===== src/rtl/dos_pkg.sv =====
// Shared constants, types and helper functions of the diffserv output scheduler.
package dos_pkg;

	localparam int NUM_QUEUES      = 7;
	localparam int QUEUE_W         = 3;
	localparam int WEIGHTED_QUEUES = 6;
	localparam int WQ_IDX_W        = $clog2(WEIGHTED_QUEUES);
	localparam int WEIGHT_W        = 16;
	localparam int CUM_W           = WEIGHT_W + $clog2(WEIGHTED_QUEUES);
	localparam int LFSR_W          = 32;
	localparam int TIME_W          = 48;
	localparam int MAX_TRIES       = 50;
	localparam int TRY_W           = $clog2(MAX_TRIES + 1);
	localparam int REASON_W        = 3;
	localparam int CFG_INDEX_W     = 3;
	localparam int CFG_DATA_W      = 32;
	localparam int DIV_CNT_W       = $clog2(LFSR_W);

	localparam logic [QUEUE_W-1:0] Q_BE     = 3'd4;
	localparam logic [QUEUE_W-1:0] Q_NC     = 3'd5;
	localparam logic [QUEUE_W-1:0] Q_EF     = 3'd6;
	localparam logic [QUEUE_W-1:0] NO_QUEUE = 3'd7;

	localparam logic [CFG_INDEX_W-1:0] REG_RANDOM_SEED = 3'd6;

	localparam logic [LFSR_W-1:0] LFSR_TAPS  = 32'h8020_0003;
	localparam logic [LFSR_W-1:0] LFSR_RESET = 32'h0000_0001;

	localparam logic [WEIGHT_W-1:0] WEIGHT_RESET [WEIGHTED_QUEUES] =
		'{16'd0, 16'd0, 16'd0, 16'd0, 16'd1, 16'd1};

	typedef enum logic [REASON_W-1:0] {
		RSN_EF       = 3'd0,
		RSN_CONT     = 3'd1,
		RSN_RANDOM   = 3'd2,
		RSN_FALLBACK = 3'd3,
		RSN_SWAP     = 3'd4
	} reason_t;

	typedef struct packed {
		logic busy;
		logic done;
	} rem_stat_t;

	// Galois right-shift step of the selection LFSR.
	function automatic logic [LFSR_W-1:0] lfsr_step(input logic [LFSR_W-1:0] s);
		logic [LFSR_W-1:0] n;
		n = s >> 1;
		if (s[0]) begin
			n = n ^ LFSR_TAPS;
		end
		return n;
	endfunction

	// Running sum of the reset weights up to and including entry idx.
	function automatic logic [CUM_W-1:0] cum_reset(input int idx);
		logic [CUM_W-1:0] sum;
		sum = '0;
		for (int i = 0; i < WEIGHTED_QUEUES; i++) begin
			if (i <= idx) begin
				sum = sum + CUM_W'(WEIGHT_RESET[i]);
			end
		end
		return sum;
	endfunction

endpackage


===== src/rtl/dos_if.sv =====
// Request and response channel interfaces of the diffserv output scheduler.
interface dos_req_if;
	logic                           valid;
	logic                           ready;
	logic [dos_pkg::NUM_QUEUES-1:0] nonempty_mask;
	logic [dos_pkg::TIME_W-1:0]     besteffort_head_time;
	logic [dos_pkg::TIME_W-1:0]     netcontrol_head_time;

	modport source (
		output valid, nonempty_mask, besteffort_head_time, netcontrol_head_time,
		input  ready
	);
	modport sink (
		input  valid, nonempty_mask, besteffort_head_time, netcontrol_head_time,
		output ready
	);
endinterface

interface dos_rsp_if;
	logic                         valid;
	logic                         ready;
	logic [dos_pkg::QUEUE_W-1:0]  served_queue;
	logic [dos_pkg::REASON_W-1:0] pick_reason;

	modport source (
		output valid, served_queue, pick_reason,
		input  ready
	);
	modport sink (
		input  valid, served_queue, pick_reason,
		output ready
	);
endinterface


===== src/rtl/diffserv_output_scheduler_unit.sv =====
// Top level of the diffserv output scheduler: sequencer, LFSR and result register.
// Order: EF, continued and zero-weight decisions pass from the request transfer
//   through the decide state to the emit state, which loads the result register.
// Random draws: each draw runs the remainder unit one bit per cycle over the 32-bit
//   LFSR value, then checks the drawn queue; up to 50 draws, then the fallback scan.
// Throughput: one request at a time; the next is taken once the result is loaded or no queue is picked.
// Reset: no current queue, LFSR = 1, weights AF 0 and BE/NC 1, result register empty.
module diffserv_output_scheduler_unit (
	input  logic                             clk,
	input  logic                             arst_n,
	input  logic                             cfg_wr_en,
	input  logic [dos_pkg::CFG_INDEX_W-1:0]  cfg_index,
	input  logic [dos_pkg::CFG_DATA_W-1:0]   cfg_data,
	dos_req_if.sink                          req,
	dos_rsp_if.source                        rsp
);

	// One-hot sequencer states.
	typedef enum logic [3:0] {
		ST_IDLE   = 4'b0001,
		ST_DECIDE = 4'b0010,
		ST_DIVIDE = 4'b0100,
		ST_EMIT   = 4'b1000
	} state_t;

	state_t                          state_q;
	logic [dos_pkg::NUM_QUEUES-1:0]  mask_q;
	logic                            nc_earlier_q;
	logic [dos_pkg::QUEUE_W-1:0]     cur_q;
	logic [dos_pkg::LFSR_W-1:0]      lfsr_q;
	logic [dos_pkg::TRY_W-1:0]       try_q;
	logic [dos_pkg::QUEUE_W-1:0]     pick_q;
	dos_pkg::reason_t                reason_q;
	logic                            out_valid_q;
	logic [dos_pkg::QUEUE_W-1:0]     out_queue_q;
	dos_pkg::reason_t                out_reason_q;

	logic [dos_pkg::LFSR_W-1:0]      lfsr_nxt;
	logic [dos_pkg::NUM_QUEUES:0]    mask_ext;
	logic                            cur_hit;
	logic                            draw_hit;
	logic                            last_try;
	logic                            fb_found;
	logic [dos_pkg::QUEUE_W-1:0]     fb_queue;
	logic [dos_pkg::QUEUE_W-1:0]     fb_fin_queue;
	dos_pkg::reason_t                fb_fin_reason;
	logic [dos_pkg::QUEUE_W-1:0]     rnd_fin_queue;
	dos_pkg::reason_t                rnd_fin_reason;
	logic                            rem_start;
	logic [dos_pkg::CUM_W-1:0]       remainder;
	dos_pkg::rem_stat_t              rem_stat;
	logic [dos_pkg::CUM_W-1:0]       total;
	logic [dos_pkg::QUEUE_W-1:0]     draw_queue;

	// Weight table: cumulative sums and the mapping of a draw to a queue.
	dos_wtab u_wtab (
		.clk        (clk),
		.arst_n     (arst_n),
		.cfg_wr_en  (cfg_wr_en),
		.cfg_index  (cfg_index),
		.cfg_data   (cfg_data),
		.draw       (remainder),
		.total      (total),
		.draw_queue (draw_queue)
	);

	// Shared remainder unit: LFSR value modulo the total weight, one bit a cycle.
	dos_rem u_rem (
		.clk       (clk),
		.arst_n    (arst_n),
		.start     (rem_start),
		.dividend  (lfsr_nxt),
		.divisor   (total),
		.remainder (remainder),
		.stat      (rem_stat)
	);

	assign lfsr_nxt = dos_pkg::lfsr_step(lfsr_q);

	// Pad the mask with a zero so that "no queue" indexes an empty bit.
	assign mask_ext = {1'b0, mask_q};
	assign cur_hit  = mask_ext[cur_q];
	assign draw_hit = mask_ext[draw_queue];
	assign last_try = try_q == dos_pkg::TRY_W'(dos_pkg::MAX_TRIES - 1);

	// Fallback scan: lowest-numbered non-empty weighted queue.
	always_comb begin
		fb_found = 1'b0;
		fb_queue = dos_pkg::NO_QUEUE;
		for (int i = dos_pkg::WEIGHTED_QUEUES - 1; i >= 0; i--) begin
			if (mask_q[i]) begin
				fb_found = 1'b1;
				fb_queue = dos_pkg::QUEUE_W'(i);
			end
		end
	end

	// A best-effort pick moves to network control when NC holds a strictly older head.
	always_comb begin
		fb_fin_queue   = fb_queue;
		fb_fin_reason  = dos_pkg::RSN_FALLBACK;
		rnd_fin_queue  = draw_queue;
		rnd_fin_reason = dos_pkg::RSN_RANDOM;
		if (fb_queue == dos_pkg::Q_BE && mask_q[dos_pkg::Q_NC] && nc_earlier_q) begin
			fb_fin_queue  = dos_pkg::Q_NC;
			fb_fin_reason = dos_pkg::RSN_SWAP;
		end
		if (draw_queue == dos_pkg::Q_BE && mask_q[dos_pkg::Q_NC] && nc_earlier_q) begin
			rnd_fin_queue  = dos_pkg::Q_NC;
			rnd_fin_reason = dos_pkg::RSN_SWAP;
		end
	end

	// Launch a draw on the first try and after every miss short of the limit.
	assign rem_start =
		(state_q == ST_DECIDE && !mask_q[dos_pkg::Q_EF] && !cur_hit && total != '0) ||
		(state_q == ST_DIVIDE && rem_stat.done && !draw_hit && !last_try);

	always_ff @(posedge clk or negedge arst_n) begin
		if (!arst_n) begin
			state_q      <= ST_IDLE;
			mask_q       <= '0;
			nc_earlier_q <= 1'b0;
			cur_q        <= dos_pkg::NO_QUEUE;
			lfsr_q       <= dos_pkg::LFSR_RESET;
			try_q        <= '0;
			pick_q       <= dos_pkg::NO_QUEUE;
			reason_q     <= dos_pkg::RSN_EF;
			out_valid_q  <= 1'b0;
			out_queue_q  <= dos_pkg::NO_QUEUE;
			out_reason_q <= dos_pkg::RSN_EF;
		end else begin
			// Drop the held result once the sink takes it, unless a new one loads now.
			if (out_valid_q && rsp.ready && state_q != ST_EMIT) begin
				out_valid_q <= 1'b0;
			end

			case (state_q)
				ST_IDLE: begin
					// Capture the request; reduce the head times to one compare bit.
					if (req.valid) begin
						mask_q       <= req.nonempty_mask;
						nc_earlier_q <= req.besteffort_head_time > req.netcontrol_head_time;
						state_q      <= ST_DECIDE;
					end
				end
				ST_DECIDE: begin
					if (mask_q[dos_pkg::Q_EF]) begin
						pick_q   <= dos_pkg::Q_EF;
						reason_q <= dos_pkg::RSN_EF;
						state_q  <= ST_EMIT;
					end else if (cur_hit) begin
						pick_q   <= cur_q;
						reason_q <= dos_pkg::RSN_CONT;
						state_q  <= ST_EMIT;
					end else begin
						// Current queue drained: forget it before a new pick.
						cur_q <= dos_pkg::NO_QUEUE;
						if (total != '0) begin
							lfsr_q  <= lfsr_nxt;
							try_q   <= '0;
							state_q <= ST_DIVIDE;
						end else if (fb_found) begin
							pick_q   <= fb_fin_queue;
							reason_q <= fb_fin_reason;
							state_q  <= ST_EMIT;
						end else begin
							state_q <= ST_IDLE;
						end
					end
				end
				ST_DIVIDE: begin
					// Hold until the remainder unit reports the draw.
					if (rem_stat.done) begin
						if (draw_hit) begin
							pick_q   <= rnd_fin_queue;
							reason_q <= rnd_fin_reason;
							state_q  <= ST_EMIT;
						end else if (last_try) begin
							if (fb_found) begin
								pick_q   <= fb_fin_queue;
								reason_q <= fb_fin_reason;
								state_q  <= ST_EMIT;
							end else begin
								state_q <= ST_IDLE;
							end
						end else begin
							try_q  <= try_q + 1'b1;
							lfsr_q <= lfsr_nxt;
						end
					end
				end
				ST_EMIT: begin
					// Load the result register when it is free or being emptied.
					if (!out_valid_q || rsp.ready) begin
						out_valid_q  <= 1'b1;
						out_queue_q  <= pick_q;
						out_reason_q <= reason_q;
						// EF service leaves the current queue untouched.
						if (reason_q != dos_pkg::RSN_EF) begin
							cur_q <= pick_q;
						end
						state_q <= ST_IDLE;
					end
				end
				default: begin
					state_q <= ST_IDLE;
				end
			endcase

			// Seed write reloads the LFSR at once; a zero seed loads one.
			if (cfg_wr_en && cfg_index == dos_pkg::REG_RANDOM_SEED) begin
				lfsr_q <= (cfg_data[dos_pkg::LFSR_W-1:0] == '0) ? dos_pkg::LFSR_RESET :
					cfg_data[dos_pkg::LFSR_W-1:0];
			end
		end
	end

	assign req.ready        = state_q == ST_IDLE;
	assign rsp.valid        = out_valid_q;
	assign rsp.served_queue = out_queue_q;
	assign rsp.pick_reason  = out_reason_q;

	a_out_names_queue: assert property (@(posedge clk) disable iff (!arst_n)
		out_valid_q |-> out_queue_q != dos_pkg::NO_QUEUE)
		else $error("result names no queue");

	a_ef_reason: assert property (@(posedge clk) disable iff (!arst_n)
		out_valid_q && out_reason_q == dos_pkg::RSN_EF |-> out_queue_q == dos_pkg::Q_EF)
		else $error("EF priority reason on a non-EF queue");

	a_swap_reason: assert property (@(posedge clk) disable iff (!arst_n)
		out_valid_q && out_reason_q == dos_pkg::RSN_SWAP |-> out_queue_q == dos_pkg::Q_NC)
		else $error("swap reason on a queue other than NC");

	a_cur_not_ef: assert property (@(posedge clk) disable iff (!arst_n)
		cur_q != dos_pkg::Q_EF)
		else $error("EF became the current queue");

	a_try_bound: assert property (@(posedge clk) disable iff (!arst_n)
		state_q == ST_DIVIDE |-> try_q < dos_pkg::TRY_W'(dos_pkg::MAX_TRIES))
		else $error("draw count beyond the limit");

	a_rem_active: assert property (@(posedge clk) disable iff (!arst_n)
		state_q == ST_DIVIDE |-> rem_stat.busy || rem_stat.done)
		else $error("waiting on an idle remainder unit");

endmodule


===== src/rtl/dos_rem.sv =====
// Bit-serial restoring remainder unit: one dividend bit per cycle.
module dos_rem (
	input  logic                        clk,
	input  logic                        arst_n,
	input  logic                        start,
	input  logic [dos_pkg::LFSR_W-1:0]  dividend,
	input  logic [dos_pkg::CUM_W-1:0]   divisor,
	output logic [dos_pkg::CUM_W-1:0]   remainder,
	output dos_pkg::rem_stat_t          stat
);

	logic                            busy_q;
	logic                            done_q;
	logic [dos_pkg::DIV_CNT_W-1:0]   cnt_q;
	logic [dos_pkg::LFSR_W-1:0]      shift_q;
	logic [dos_pkg::CUM_W-1:0]       div_q;
	logic [dos_pkg::CUM_W-1:0]       rem_q;
	logic [dos_pkg::CUM_W:0]         rem_sh;
	logic [dos_pkg::CUM_W:0]         rem_sub;
	logic                            rem_ge;
	logic                            last_step;

	// Bring in the next dividend bit; subtract when the divisor fits.
	assign rem_sh  = {rem_q, shift_q[dos_pkg::LFSR_W-1]};
	assign rem_ge  = rem_sh >= {1'b0, div_q};
	assign rem_sub = rem_sh - {1'b0, div_q};
	assign last_step = cnt_q == dos_pkg::DIV_CNT_W'(dos_pkg::LFSR_W - 1);

	always_ff @(posedge clk or negedge arst_n) begin
		if (!arst_n) begin
			busy_q  <= 1'b0;
			done_q  <= 1'b0;
			cnt_q   <= '0;
			shift_q <= '0;
			div_q   <= '0;
			rem_q   <= '0;
		end else begin
			done_q <= !start && busy_q && last_step;
			if (start) begin
				busy_q  <= 1'b1;
				cnt_q   <= '0;
				shift_q <= dividend;
				div_q   <= divisor;
				rem_q   <= '0;
			end else if (busy_q) begin
				shift_q <= shift_q << 1;
				rem_q   <= rem_ge ? rem_sub[dos_pkg::CUM_W-1:0] : rem_sh[dos_pkg::CUM_W-1:0];
				cnt_q   <= cnt_q + 1'b1;
				if (last_step) begin
					busy_q <= 1'b0;
				end
			end
		end
	end

	assign remainder = rem_q;
	assign stat.busy = busy_q;
	assign stat.done = done_q;

endmodule


===== src/rtl/dos_wtab.sv =====
// Weight registers, cumulative weight table and draw-to-queue mapping.
module dos_wtab (
	input  logic                             clk,
	input  logic                             arst_n,
	input  logic                             cfg_wr_en,
	input  logic [dos_pkg::CFG_INDEX_W-1:0]  cfg_index,
	input  logic [dos_pkg::CFG_DATA_W-1:0]   cfg_data,
	input  logic [dos_pkg::CUM_W-1:0]        draw,
	output logic [dos_pkg::CUM_W-1:0]        total,
	output logic [dos_pkg::QUEUE_W-1:0]      draw_queue
);

	logic [dos_pkg::WEIGHT_W-1:0] weight_q [dos_pkg::WEIGHTED_QUEUES];
	logic [dos_pkg::CUM_W-1:0]    cum_q    [dos_pkg::WEIGHTED_QUEUES];
	logic [dos_pkg::WQ_IDX_W-1:0] wr_idx;
	logic                         wr_weight;
	logic [dos_pkg::CUM_W-1:0]    delta;

	assign wr_idx    = cfg_index[dos_pkg::WQ_IDX_W-1:0];
	assign wr_weight = cfg_wr_en &&
		(cfg_index < dos_pkg::CFG_INDEX_W'(dos_pkg::WEIGHTED_QUEUES));
	// Change of the written weight; add it to every running sum at or above it.
	assign delta = dos_pkg::CUM_W'(cfg_data[dos_pkg::WEIGHT_W-1:0]) -
		dos_pkg::CUM_W'(weight_q[wr_idx]);

	always_ff @(posedge clk or negedge arst_n) begin
		if (!arst_n) begin
			for (int i = 0; i < dos_pkg::WEIGHTED_QUEUES; i++) begin
				weight_q[i] <= dos_pkg::WEIGHT_RESET[i];
				cum_q[i]    <= dos_pkg::cum_reset(i);
			end
		end else if (wr_weight) begin
			weight_q[wr_idx] <= cfg_data[dos_pkg::WEIGHT_W-1:0];
			for (int i = 0; i < dos_pkg::WEIGHTED_QUEUES; i++) begin
				if (i >= int'(wr_idx)) begin
					cum_q[i] <= cum_q[i] + delta;
				end
			end
		end
	end

	assign total = cum_q[dos_pkg::WEIGHTED_QUEUES-1];

	// First queue whose running sum exceeds the draw; the last one otherwise.
	always_comb begin
		draw_queue = dos_pkg::QUEUE_W'(dos_pkg::WEIGHTED_QUEUES - 1);
		for (int i = dos_pkg::WEIGHTED_QUEUES - 1; i >= 0; i--) begin
			if (draw < cum_q[i]) begin
				draw_queue = dos_pkg::QUEUE_W'(i);
			end
		end
	end

endmodule

===== src/flat_wrapper.sv =====
// flat-port wrapper written by rule: the top's interface ports become plain ports
module diffserv_output_scheduler_unit_flat 
  (clk, arst_n, cfg_wr_en, cfg_index, cfg_data, req_valid, req_nonempty_mask, req_besteffort_head_time, req_netcontrol_head_time, req_ready, rsp_valid, rsp_served_queue, rsp_pick_reason, rsp_ready);
  dos_req_if req_i ();
  dos_rsp_if rsp_i ();
  input  logic clk;
  input  logic arst_n;
  input  logic cfg_wr_en;
  input  logic [dos_pkg::CFG_INDEX_W-1:0] cfg_index;
  input  logic [dos_pkg::CFG_DATA_W-1:0] cfg_data;
  input wire logic [$bits(req_i.valid)-1:0] req_valid;
  input wire logic [$bits(req_i.nonempty_mask)-1:0] req_nonempty_mask;
  input wire logic [$bits(req_i.besteffort_head_time)-1:0] req_besteffort_head_time;
  input wire logic [$bits(req_i.netcontrol_head_time)-1:0] req_netcontrol_head_time;
  output wire logic [$bits(req_i.ready)-1:0] req_ready;
  output wire logic [$bits(rsp_i.valid)-1:0] rsp_valid;
  output wire logic [$bits(rsp_i.served_queue)-1:0] rsp_served_queue;
  output wire logic [$bits(rsp_i.pick_reason)-1:0] rsp_pick_reason;
  input wire logic [$bits(rsp_i.ready)-1:0] rsp_ready;
  assign req_i.valid = req_valid;
  assign req_i.nonempty_mask = req_nonempty_mask;
  assign req_i.besteffort_head_time = req_besteffort_head_time;
  assign req_i.netcontrol_head_time = req_netcontrol_head_time;
  assign req_ready = req_i.ready;
  assign rsp_valid = rsp_i.valid;
  assign rsp_served_queue = rsp_i.served_queue;
  assign rsp_pick_reason = rsp_i.pick_reason;
  assign rsp_i.ready = rsp_ready;
  diffserv_output_scheduler_unit u_core (.clk(clk), .arst_n(arst_n), .cfg_wr_en(cfg_wr_en), .cfg_index(cfg_index), .cfg_data(cfg_data), .req(req_i), .rsp(rsp_i));
endmodule

===== config.mk =====
export PLATFORM = sky130hd
export DESIGN_NAME = diffserv_output_scheduler_unit_flat
export DESIGN_NICKNAME = d
export VERILOG_FILES = /design/src/rtl/dos_pkg.sv /design/src/rtl/dos_if.sv /design/src/rtl/diffserv_output_scheduler_unit.sv /design/src/rtl/dos_rem.sv /design/src/rtl/dos_wtab.sv /design/src/flat_wrapper.sv
export SDC_FILE = /design/constraint.sdc
export NUM_CORES = 1
export LEC_CHECK = 0
export BUFFER_PORTS_ARGS = -buffer_cell sky130_fd_sc_hd__buf_2
export CORE_MARGIN = 4
export CORE_UTILIZATION = 58
export CTS_BUF_LIST = sky130_fd_sc_hd__clkbuf_4 sky130_fd_sc_hd__clkbuf_8
export CTS_CLUSTER_DIAMETER = 150
export CTS_CLUSTER_SIZE = 8
export DETAILED_ROUTE_END_ITERATION = 6
export PLACE_DENSITY = 0.8
export SLEW_MARGIN = 30
export SYNTH_ARGS = -nofsm -noshare
export SYNTH_HDL_FRONTEND = slang
export SYNTH_SLANG_ARGS = --single-unit

===== constraint.sdc =====
create_clock -name clk -period 4.9 [get_ports clk]
set_input_delay 0.735 -clock clk [delete_from_list [all_inputs] [get_ports clk]]
set_output_delay 0.735 -clock clk [all_outputs]
set_load 0.03 [all_outputs]

==> results of run 1 <==
[area by class of cell]
type,instances,area share
Sequential cell,353,0.290
Inverter,208,0.0257
Multi-Input combinational cell,2088,0.519
Clock inverter,4,0.00184
Timing Repair Buffer,476,0.110
Clock buffer,90,0.0323
Tap cell,539,0.0221
[sequential cells by signal, summed over array words and instances (netlist names)]
register	cells
u_core.lfsr_q	32
u_core.rsp.valid	1
u_core.nc_earlier_q	1
u_core.try_q	6
u_core.cur_q	3
u_core.state_q	4
u_core.u_wtab.cum_q	95
u_core.u_rem.busy_q	1
u_core.u_rem.remainder	19
u_core.u_rem.done_q	1
u_core.rsp.pick_reason	3
u_core.u_rem.div_q	19
u_core.u_rem.cnt_q	5
u_core.reason_q	3
u_core.pick_q	3
u_core.mask_q	7
u_core.rsp.served_queue	3
u_core.u_wtab.weight_q	96
u_core.u_wtab.total	19
u_core.u_rem.shift_q	32
[cells by family (layout without fill, tap and decap cells)]
logic type | Yosys count | count (layout) | synth area share
AND/OR/NAND/NOR | 796 | 796 | 0.145
AO/OA/AOI/OAI | 687 | 687 | 0.174
flip-flops | 353 | 353 | 0.358
buffers and inverters | 295 | 778 | 0.0476
XOR/XNOR | 134 | 134 | 0.0474
multiplexers | 170 | 170 | 0.0743
adder cells (fa/ha/maj) | 301 | 301 | 0.155
[placed cells by master, fill, tap and decap left out, drive strengths merged, types with 57 or more instances in the layout]
| master | Yosys | routed |
|---|---|---|
| buf | 26 | 476 |
| dfrtp | 338 | 338 |
| nand2 | 336 | 336 |
| ha | 293 | 293 |
| o21ai | 216 | 216 |
| inv | 208 | 210 |
| nor2 | 199 | 199 |
| a21oi | 169 | 169 |
| mux2 | 100 | 100 |
| clkbuf | 61 | 90 |
| xnor2 | 75 | 75 |
| mux2i | 69 | 69 |
| xor2 | 59 | 59 |
| a21o | 57 | 57 |
[report_power, final]
part | switching (mW) | internal [mW] | total (mW)
logic | 7.86 | 7.37 | 15.2
registers | 1.24 | 4.11 | 5.35
clock network | 1.22 | 1.28 | 2.49
total | 10.3 | 12.8 | 23.1
[what timing repair did]
action	in CTS	in global routing
gates resized for setup	30	129
setup buffers	8	22
gates cloned	0	0
setup endpoints to repair	16	33
pin swaps	20	78
hold buffers	0	0
[per-layer routing]
metal,global-route usage,vias up,share of wire
li1,-,10600,-
met3,0.0400,213,0.058
met5,0,-,0
met1,0.373,10800,0.40
met4,0.129,0,0.046
met2,0.516,776,0.49
[worst max-delay path by stage]
stage	endpoint	slack [ps]	cells past startpoint
5_1_grt	u_core.u_wtab.cum_q[113]	-340	28
4_1_cts	u_core.u_wtab.total[18]	-60	29
6_report	u_core.u_wtab.cum_q[112]	-130	25
3_5_place_dp	u_core.u_wtab.cum_q[113]	-860	26
3_3_place_gp	u_core.u_wtab.cum_q[56]	-780	28
2_1_floorplan	u_core.u_wtab.cum_q[37]	-430	27
[through the flow]
stage	utilization	area, um^2	TNS [ps]	cells	hold slack [ps]
after floorplan	-	25000	-3210	2736	439
after detailed placement	0.675	28400	-21210	3638	463
after global placement	0.675	28400	-16440	3638	456
after CTS	0.706	29700	-242	3740	69.7
final	0.727	30600	-289	3758	64.1
after global routing	0.727	30600	-3760	3758	105
[Yosys cell counts (all sizes together) (6+ instances only)]
cell,number,share of area
a31o,10,0.0035
nand2,336,0.051
a211oi,40,0.013
o21ai,216,0.044
or3,23,0.0058
or4,9,0.0027
nor2b,33,0.0086
o21bai,22,0.0067
nor3,40,0.0081
inv,208,0.032
a21o,57,0.017
o41ai,6,0.0021
xor2,59,0.021
nor4,18,0.0046
clkbuf,61,0.0093
or2,11,0.0028
xnor2,75,0.027
fa,8,0.0065
mux2i,69,0.028
o31ai,17,0.0052
o211ai,6,0.0020
and3,17,0.0043
a221oi,18,0.0064
mux2,100,0.046
buf,26,0.0068
nand3,44,0.0089
and2,8,0.0020
a22oi,6,0.0018
a31oi,52,0.013
a22o,14,0.0050
dfstp,15,0.016
dfrtp,338,0.34
o21a,13,0.0039
a21oi,169,0.034
nand2b,18,0.0046
nor2,199,0.030
nand4,28,0.0071
ha,293,0.15
==> PnR_summary.wiki, run 1 <==
{| class="wikitable"
! Metric !! Value
|-
| Ys flop type || dfrtp_1
|-
| Synthesized instance count || 2,736
|-
| Last weighted congestion value of the routability-driven placer || 0.952
|-
| Initial antenna violation count || 0
|-
| Core region area || 0.0420 mm^2
|-
| Warnings from Yosys || 0
|-
| Total power density per cell area || 755 mW/mm^2
|-
| Delay of the slowest critical-path stage || 390 ps
|-
| Placed wire-length estimate || 51.9 mm
|-
| Sink count of the clock tree || 353
|-
| Crit path max fanout || 4
|-
| Leakage component of the power || 15.1 nW
|-
| Via count of the first global-routing pass || 23,000
|-
| Floorplan die height || 215 um
|-
| Critical path endpoint category || flop
|-
| Worst path slowest cell || or4_1
|-
| Final routed wire length divided by cell count || 19.1 um
|-
| Transition time of the tightest slew-check pin || 971 ps
|-
| Required time of the critical path || 5430 ps
|-
| Violations in the final reports || negative setup slack
|-
| Clock skew || 51.0 ps
|-
| Worst ir drop on vdd || 359 uV
|-
| Post-route setup slack || -126 ps
|-
| Final period utilization || 1.03
|-
| # fillers || 2,948
|-
| Crit path from || u_core.u_wtab.weight_q[17]
|-
| Register-to-Register Path Depth || 25
|-
| Total Wirelength || 71.8 mm
|-
| Setup repair after global routing missed its margin || true
|-
| Place WS || -857 ps
|-
| Highest achievable clock rate || 199 MHz
|-
| CTS Root Cell || clkbuf_8
|-
| Fraction of layout cells with a size suffix above 1 || 0.269
|-
| Net count after synthesis || 3,180
|-
| Status || finished with violations
|-
| Area of all sequential standard cells || 0.00885 mm^2
|-
| Via density per instance || 5.97
|-
| Num CTS Buffers || 50
|-
| Reg2Reg Launch Point || u_core.u_wtab.weight_q[17]
|-
| # Max-Cap Violations || 0
|-
| Number of endpoints failing setup at the final stage || 5
|-
| Count of buffers from port buffering || 150
|-
| Cell variety after synth || 77
|-
| H-tree level count || 2
|-
| Leftover overflow at the end of global routing || 0
|-
| R2r setup slk || -130 ps
|-
| Bufs and invs on worst path || 1
|-
| Final routed DRC violation total || 0
|-
| Final hold violation count || 0
|-
| CTS tree || built
|-
| Critical path type || reg2reg
|-
| Number of placement rows || 75
|-
| Cell Area, Synth || 0.0247 mm^2
|-
| Area of the multi-input gates || 0.0159 mm^2
|-
| Die area || 0.0460 mm^2
|-
| Terminus of the critical flop-to-flop path || u_core.u_wtab.cum_q[112]
|-
| Type of the worst min-delay path || in2async
|-
| Layout area overhead || 23.5%
|-
| Register bit count reported by yosys || 353
|-
| Fraction of registers with async set/reset || 1.00
|-
| Maximum number of pins on one net before global-route repair || 136
|-
| CTS max path bufs || 3
|-
| Post-CTS clock slew at the launch and capture registers of the worst setup and hold paths || 70 ps
|-
| Drt initial violations || 1,672
|-
| Data arrival at the endpoint of the critical path || 5560 ps
|-
| Global-route wire length before repair || 114 mm
|-
| Die X || 215 um
|-
| Number of detailed-route iterations in the first pass || 6
|-
| Overall via count from detail_route || 22,400
|-
| Worst slew margin || 0.351
|-
| Max Transition Viols Final || 0
|-
| Power after layout || 23.1 mW
|-
| Top-level I/O count || 151
|-
| ANT cells || 0
|-
| Total GRT Usage || 0.297
|-
| Type of origin of the critical path || flop
|-
| Syn_area_per_cell || 9.05 um^2
|-
| Final layout net count || 3,621
|-
| Worst skew pair latency || 680 ps
|-
| Number of flops mapped to enable cells by yosys || 0
|-
| Portion of the post-synthesis area used by sequential elements || 0.358
|-
| Clock period minus worst slack || 5030 ps
|-
| Remaining antenna violation count || 0
|-
| Effective utilization at floorplan || 0.589
|-
| Top Family by Delay on Critical Path || compound AO/OA/AOI/OAI gates
|}
Note: power is estimated with default switching activity, not from simulation.
==> inputs of run 2 (changes only) <==
--- a/config.mk
+++ b/config.mk
@@ -7,5 +7,6 @@
 export LEC_CHECK = 0
 export BUFFER_PORTS_ARGS = -buffer_cell sky130_fd_sc_hd__buf_2
-export CORE_MARGIN = 4
+export CAP_MARGIN = 0
+export CORE_MARGIN = 2
 export CORE_UTILIZATION = 58
 export CTS_BUF_LIST = sky130_fd_sc_hd__clkbuf_4 sky130_fd_sc_hd__clkbuf_8
==> constraint.sdc (replaced) <==
create_clock -name clk -period 4.9 [get_ports clk]
set_input_delay 0.735 -clock clk [delete_from_list [all_inputs] [get_ports clk]]
set_output_delay 0.735 -clock clk [all_outputs]
set_load 0.1 [all_outputs]
==> PnR_summary.wiki, run 2 (synthesis gave the netlist of run 1 again) <==
{| class="wikitable"
! Metric !! Value
|-
| Final routed wire length divided by cell count || 19.2 um
|-
| Crit path max fanout || 8
|-
| Number of placement rows || 75
|-
| Fraction of layout cells with a size suffix above 1 || 0.273
|-
| CTS Root Cell || clkbuf_8
|-
| Remaining antenna violation count || 0
|-
| Top-level I/O count || 151
|-
| Clock skew || 32.0 ps
|-
| CTS tree || built
|-
| Sum of negative setup slack || -851 ps
|-
| Worst skew pair latency || 660 ps
|-
| Commonest non-fill, non-tap cell in the layout || dfrtp_1
|-
| Transition time of the tightest slew-check pin || 983 ps
|-
| Total GRT Usage || 0.316
|-
| Via count of the first global-routing pass || 23,200
|-
| Count of buffers from port buffering || 150
|-
| Total Wirelength || 72.7 mm
|-
| # Max-Cap Violations || 0
|-
| Core region area || 0.0420 mm^2
|-
| Worst slew margin || 0.345
|-
| Die X || 211 um
|-
| Setup repair after global routing missed its margin || true
|-
| Post-route setup slack || -256 ps
|-
| Overall via count from detail_route || 22,900
|-
| Max Transition Viols Final || 0
|-
| Maximum number of pins on one net before global-route repair || 99
|-
| Last weighted congestion value of the routability-driven placer || 0.948
|-
| Critical path type || in2reg
|-
| Type of origin of the critical path || input pin
|-
| CTS max path bufs || 3
|-
| Final routed DRC violation total || 4
|-
| Status || finished with violations
|-
| Global-route wire length before repair || 113 mm
|-
| Required time of the critical path || 5420 ps
|-
| Final hold violation count || 0
|-
| Hold_ws || 161 ps
|-
| Final layout net count || 3,644
|-
| Worst ir drop on vdd || 389 uV
|-
| Number of endpoints failing setup at the final stage || 10
|-
| # fillers || 2,826
|-
| Leakage component of the power || 15.2 nW
|-
| Violations in the final reports || design-rule violations, negative setup slack
|-
| Total non-filler cell area in the finished layout || 0.0308 mm^2
|-
| Initial antenna violation count || 1
|-
| Drt initial violations || 1,825
|-
| Commonest non-fill, non-tap cells in the layout || dfrtp_1, nand2_1, buf_4
|-
| Final period utilization || 1.05
|-
| Number of detailed-route iterations in the first pass || 7
|-
| Largest reg by FF count || u_core.u_wtab.weight_q
|-
| Via density per instance || 6.06
|-
| Num CTS Buffers || 50
|-
| Effective utilization at floorplan || 0.589
|-
| Core utilization of the finished layout || 0.732
|-
| Floorplan die height || 211 um
|-
| Place WS || -881 ps
|-
| Largest register FFs || 96
|-
| H-tree level count || 2
|-
| Critical path endpoint category || flop
|-
| Sink count of the clock tree || 353
|-
| Post-CTS clock slew at the launch and capture registers of the worst setup and hold paths || 80 ps
|-
| Highest achievable clock rate || 194 MHz
|-
| Largest registers || u_core.u_wtab.weight_q x96, u_core.u_wtab.cum_q x95
|-
| Placed wire-length estimate || 52.4 mm
|-
| Total power density per cell area || 759 mW/mm^2
|-
| Die area || 0.0443 mm^2
|-
| Leftover overflow at the end of global routing || 0
|-
| Type of the worst min-delay path || in2async
|-
| Clock period minus worst slack || 5160 ps
|-
| Layout area overhead || 24.4%
|-
| Data arrival at the endpoint of the critical path || 5680 ps
|-
| Dpl cell area || 0.0285 mm^2
|}
run 2: stage by stage:
| step | std cells | total power, mW |
|---|---|---|
| global placement | 3655 | 18.4 |
| floorplan | 2736 | 14.3 |
| detailed placement | 3655 | 19.2 |
| global route | 3780 | 25.1 |
| CTS | 3757 | 21.9 |
| finish | 3780 | 23.4 |
run 2: path summary, 6_finish.rpt:
kind / slack (ps) / cells after the start / endpoint / from
max in group asynchronous: 3640 / 2 / u_core.cur_q[2] / arst_n
min in group clk: 290 / 3 / u_core.mask_q[2] / req_nonempty_mask[2]
hold reg to reg: 470 / 2 / u_core.u_wtab.weight_q[95] / u_core.u_wtab.weight_q[95]
hold / removal: 160 / 1 / u_core.u_wtab.cum_q[58] / arst_n
setup / recovery: -260 / 25 / u_core.u_wtab.cum_q[55] / cfg_index[2]
setup reg to reg: -160 / 25 / u_core.u_wtab.cum_q[55] / u_core.u_wtab.weight_q[17]
run 2: what timing repair did:
action                                  in CTS  in global routing
resized for setup                           15                149
hold buffers                                 0                  0
setup buffers                               10                 25
pin swaps                                    7                 64
endpoints found under the setup margin      14                 28
run 2: area by class of cell:
type	instances	area, um^2	area share
multi-input combinational	2088	15900	0.516
sequential	353	8860	0.288
timing repair buffer	499	3540	0.115
clock buffer	88	973	0.0316
inverter	208	785	0.0255
tap	539	674	0.0219
clock inverter	4	52.6	0.00171
antenna	1	2.50	0.0000813
run 2: worst max-delay path: stages:
cell       delay (ps)
buf_6             110
buf_4             130
buf_4             120
mux2i_1           240
nor2_1             90
a21oi_1           210
o21ai_1           110
ha_2              230
fa_2              360
o21ai_2           200
a31oi_2           130
a2bb2oi_2         190
nor2b_4           150
xnor2_4           180
buf_12            150
ha_4              210
and2_4            170
a31oi_4           180
o31ai_4           110
or4_4             560
a31o_4            230
or4_1             410
a31oi_1           190
xor2_1            190
o21ai_1            80
run 2: routing by layer:
layer	track usage	wire length (um)	part of all wire
met3	0.0425	4480	0.062
met2	0.548	35200	0.48
met1	0.393	29300	0.40
met5	0	0	0
met4	0.149	3680	0.051
run 2: report_power, final:
part | internal (mW) | switching [mW] | leakage [nW]
Clock | 1.25 | 1.20 | 0.555
Combinational | 7.49 | 8.02 | 10.3
Sequential | 4.11 | 1.29 | 4.27
==> inputs of run 3 (changes only) <==
Settings changed: CORE_ASPECT_RATIO set to 1.5.
==> PnR_summary.wiki, run 3 (synthesis gave the netlist of run 1 again) <==
{| class="wikitable"
! Metric !! Value
|-
| Count of buffers from port buffering || 150
|-
| Power after layout || 22.6 mW
|-
| Effective utilization at floorplan || 0.589
|-
| # fillers || 2,993
|-
| Clock skew || 65.8 ps
|-
| Delay of the slowest critical-path stage || 560 ps
|-
| Total power density per cell area || 746 mW/mm^2
|-
| Crit path max fanout || 4
|-
| Transition time of the tightest slew-check pin || 946 ps
|-
| Number of endpoints failing setup at the final stage || 10
|-
| Status || finished with violations
|-
| Worst skew pair latency || 650 ps
|-
| Core region area || 0.0420 mm^2
|-
| Bufs and invs on worst path || 2
|-
| CTS tree || built
|-
| Layout area overhead || 22.5%
|-
| Via density per instance || 5.97
|-
| Num CTS Buffers || 50
|-
| Final period utilization || 1.04
|-
| Worst slew margin || 0.368
|-
| Drt initial violations || 1,252
|-
| Number of buffers inserted by hold repair at cts || 0
|-
| Final routed wire length divided by cell count || 18.7 um
|-
| Total Wirelength || 70.7 mm
|-
| Final layout net count || 3,625
|-
| Die area || 0.0444 mm^2
|-
| Overall via count from detail_route || 22,600
|-
| CTS max path bufs || 3
|-
| Type of origin of the critical path || flop
|-
| Number of placement rows || 92
|-
| Reg2Reg Launch Point || u_core.u_wtab.weight_q[81]
|-
| Commonest non-fill, non-tap cell in the layout || dfrtp_1
|-
| # Max-Cap Violations || 0
|-
| Global-route wire length before repair || 113 mm
|-
| Critical path type || reg2reg
|-
| R2r setup slk || -210 ps
|-
| Post-CTS clock slew at the launch and capture registers of the worst setup and hold paths || 70 ps
|-
| Number of detailed-route iterations in the first pass || 5
|-
| Top Family by Delay on Critical Path || compound AO/OA/AOI/OAI gates
|-
| Post-route setup slack || -213 ps
|-
| Highest achievable clock rate || 196 MHz
|-
| Largest reg by FF count || u_core.u_wtab.weight_q
|-
| Die X || 173 um
|-
| Maximum number of pins on one net before global-route repair || 121
|-
| Setup repair after global routing missed its margin || true
|-
| Required time of the critical path || 5430 ps
|-
| Leftover overflow at the end of global routing || 0
|-
| Violations in the final reports || negative setup slack
|-
| Last weighted congestion value of the routability-driven placer || 0.951
|-
| Top-level I/O count || 151
|-
| Final routed DRC violation total || 0
|-
| Remaining antenna violation count || 0
|-
| Cell chain of the critical path || mux2i_1 > nor2_1 > a21oi_1 > nor2_1 > a221oi_2 > buf_4 > inv_2 > fa_2 > o21ai_2 > a31oi_2 > a2bb2oi_2 > nor2b_4 > xnor2_4 > ha_4 > and2_4 > a31oi_4 > o31ai_4 > or4_4 > a31o_4 > or4_4 > a31oi_4 > xor2_1 > o21ai_1
|-
| Core utilization of the finished layout || 0.721
|-
| Sink count of the clock tree || 353
|-
| Data arrival at the endpoint of the critical path || 5650 ps
|-
| CTS Root Cell || clkbuf_8
|-
| Clock period minus worst slack || 5110 ps
|-
| Initial antenna violation count || 2
|-
| Fraction of layout cells with a size suffix above 1 || 0.257
|-
| Commonest non-fill, non-tap cells in the layout || dfrtp_1, nand2_1, buf_4
|-
| Largest registers || u_core.u_wtab.weight_q x96, u_core.u_wtab.cum_q x95
|-
| Leakage component of the power || 15.1 nW
|-
| H-tree level count || 2
|-
| Critical path endpoint category || flop
|-
| Terminus of the critical flop-to-flop path || u_core.u_wtab.cum_q[55]
|-
| Via count of the first global-routing pass || 23,300
|-
| Type of the worst min-delay path || in2async
|-
| Worst path slowest cell || or4_4
|-
| Max Transition Viols Final || 0
|-
| Largest register FFs || 96
|-
| Worst ir drop on vdd || 351 uV
|-
| Final hold violation count || 0
|-
| Placed wire-length estimate || 52.8 mm
|-
| Register-to-Register Path Depth || 23
|-
| Floorplan die height || 257 um
|-
| Total GRT Usage || 0.312
|}
-- run 3: changes by cell type in the layout (fill, tap and decap cells not counted), sizes merged --
| cell | before | now |
|---|---|---|
| inv | 208 | 209 |
| clkinvlp | 2 | 1 |
| buf | 499 | 480 |
| clkinv | 2 | 1 |
-- run 3: area by class of cell --
type / count / area (um^2) / area share
timing repair buffer: 480 / 3430 / 0.113
clock inverter: 3 / 26.3 / 0.000867
clock buffer: 88 / 980 / 0.0323
multi-input combinational: 2088 / 15500 / 0.512
inverter: 208 / 787 / 0.0260
tap: 564 / 706 / 0.0233
antenna: 1 / 2.50 / 0.0000826
sequential: 353 / 8860 / 0.292
-- run 3: metrics by stage --
stage               cells  cell area, um^2  setup WS, ps  setup TNS, ps  hold WS [ps]
finish               3785            30300          -213           -987          23.6
CTS                  3770            29800         -96.3           -242           249
detailed placement   3663            28500          -974         -22570           466
global route         3785            30300          -372          -4830          67.5
floorplan            2736            25100          -429          -3210           439
global placement     3663            28500          -815         -16430           456
-- run 3: worst max path at each step --
stage	from	slack, ps	end	depth (start not counted)
global route	u_core.u_wtab.weight_q[17]	-370	u_core.u_wtab.cum_q[55]	24
finish	u_core.u_wtab.weight_q[81]	-210	u_core.u_wtab.cum_q[55]	23
detailed placement	cfg_index[2]	-970	u_core.u_wtab.cum_q[113]	27
CTS	u_core.u_wtab.weight_q[81]	-100	u_core.u_wtab.cum_q[37]	26
floorplan	cfg_index[1]	-430	u_core.u_wtab.cum_q[37]	27
global placement	cfg_index[2]	-820	u_core.u_wtab.cum_q[113]	27
-- run 3: what timing repair did --
action / CTS / global route
resized for setup: 23 / 76
endpoints found under the setup margin: 16 / 30
pin swaps: 32 / 49
buffers inserted: 17 / 16
-- run 3: routing by layer --
| metal | wire length (um) | track usage | vias up | part of all wire |
|---|---|---|---|---|
| li1 | - | - | 10600 | - |
| met1 | 25500 | 0.329 | 10900 | 0.36 |
| met2 | 35900 | 0.564 | 771 | 0.51 |
| met3 | 3280 | 0.0405 | 341 | 0.046 |
| met4 | 6030 | 0.233 | 4 | 0.085 |
| met5 | 31 | 0 | - | 0.00044 |
-- run 3: power by group --
part           switching (mW)  internal, mW  leakage [nW]
clock                    1.19          1.25         0.550
combinational            7.66          7.09          10.2
sequential               1.31          4.11          4.27
total                    10.2          12.5          15.1
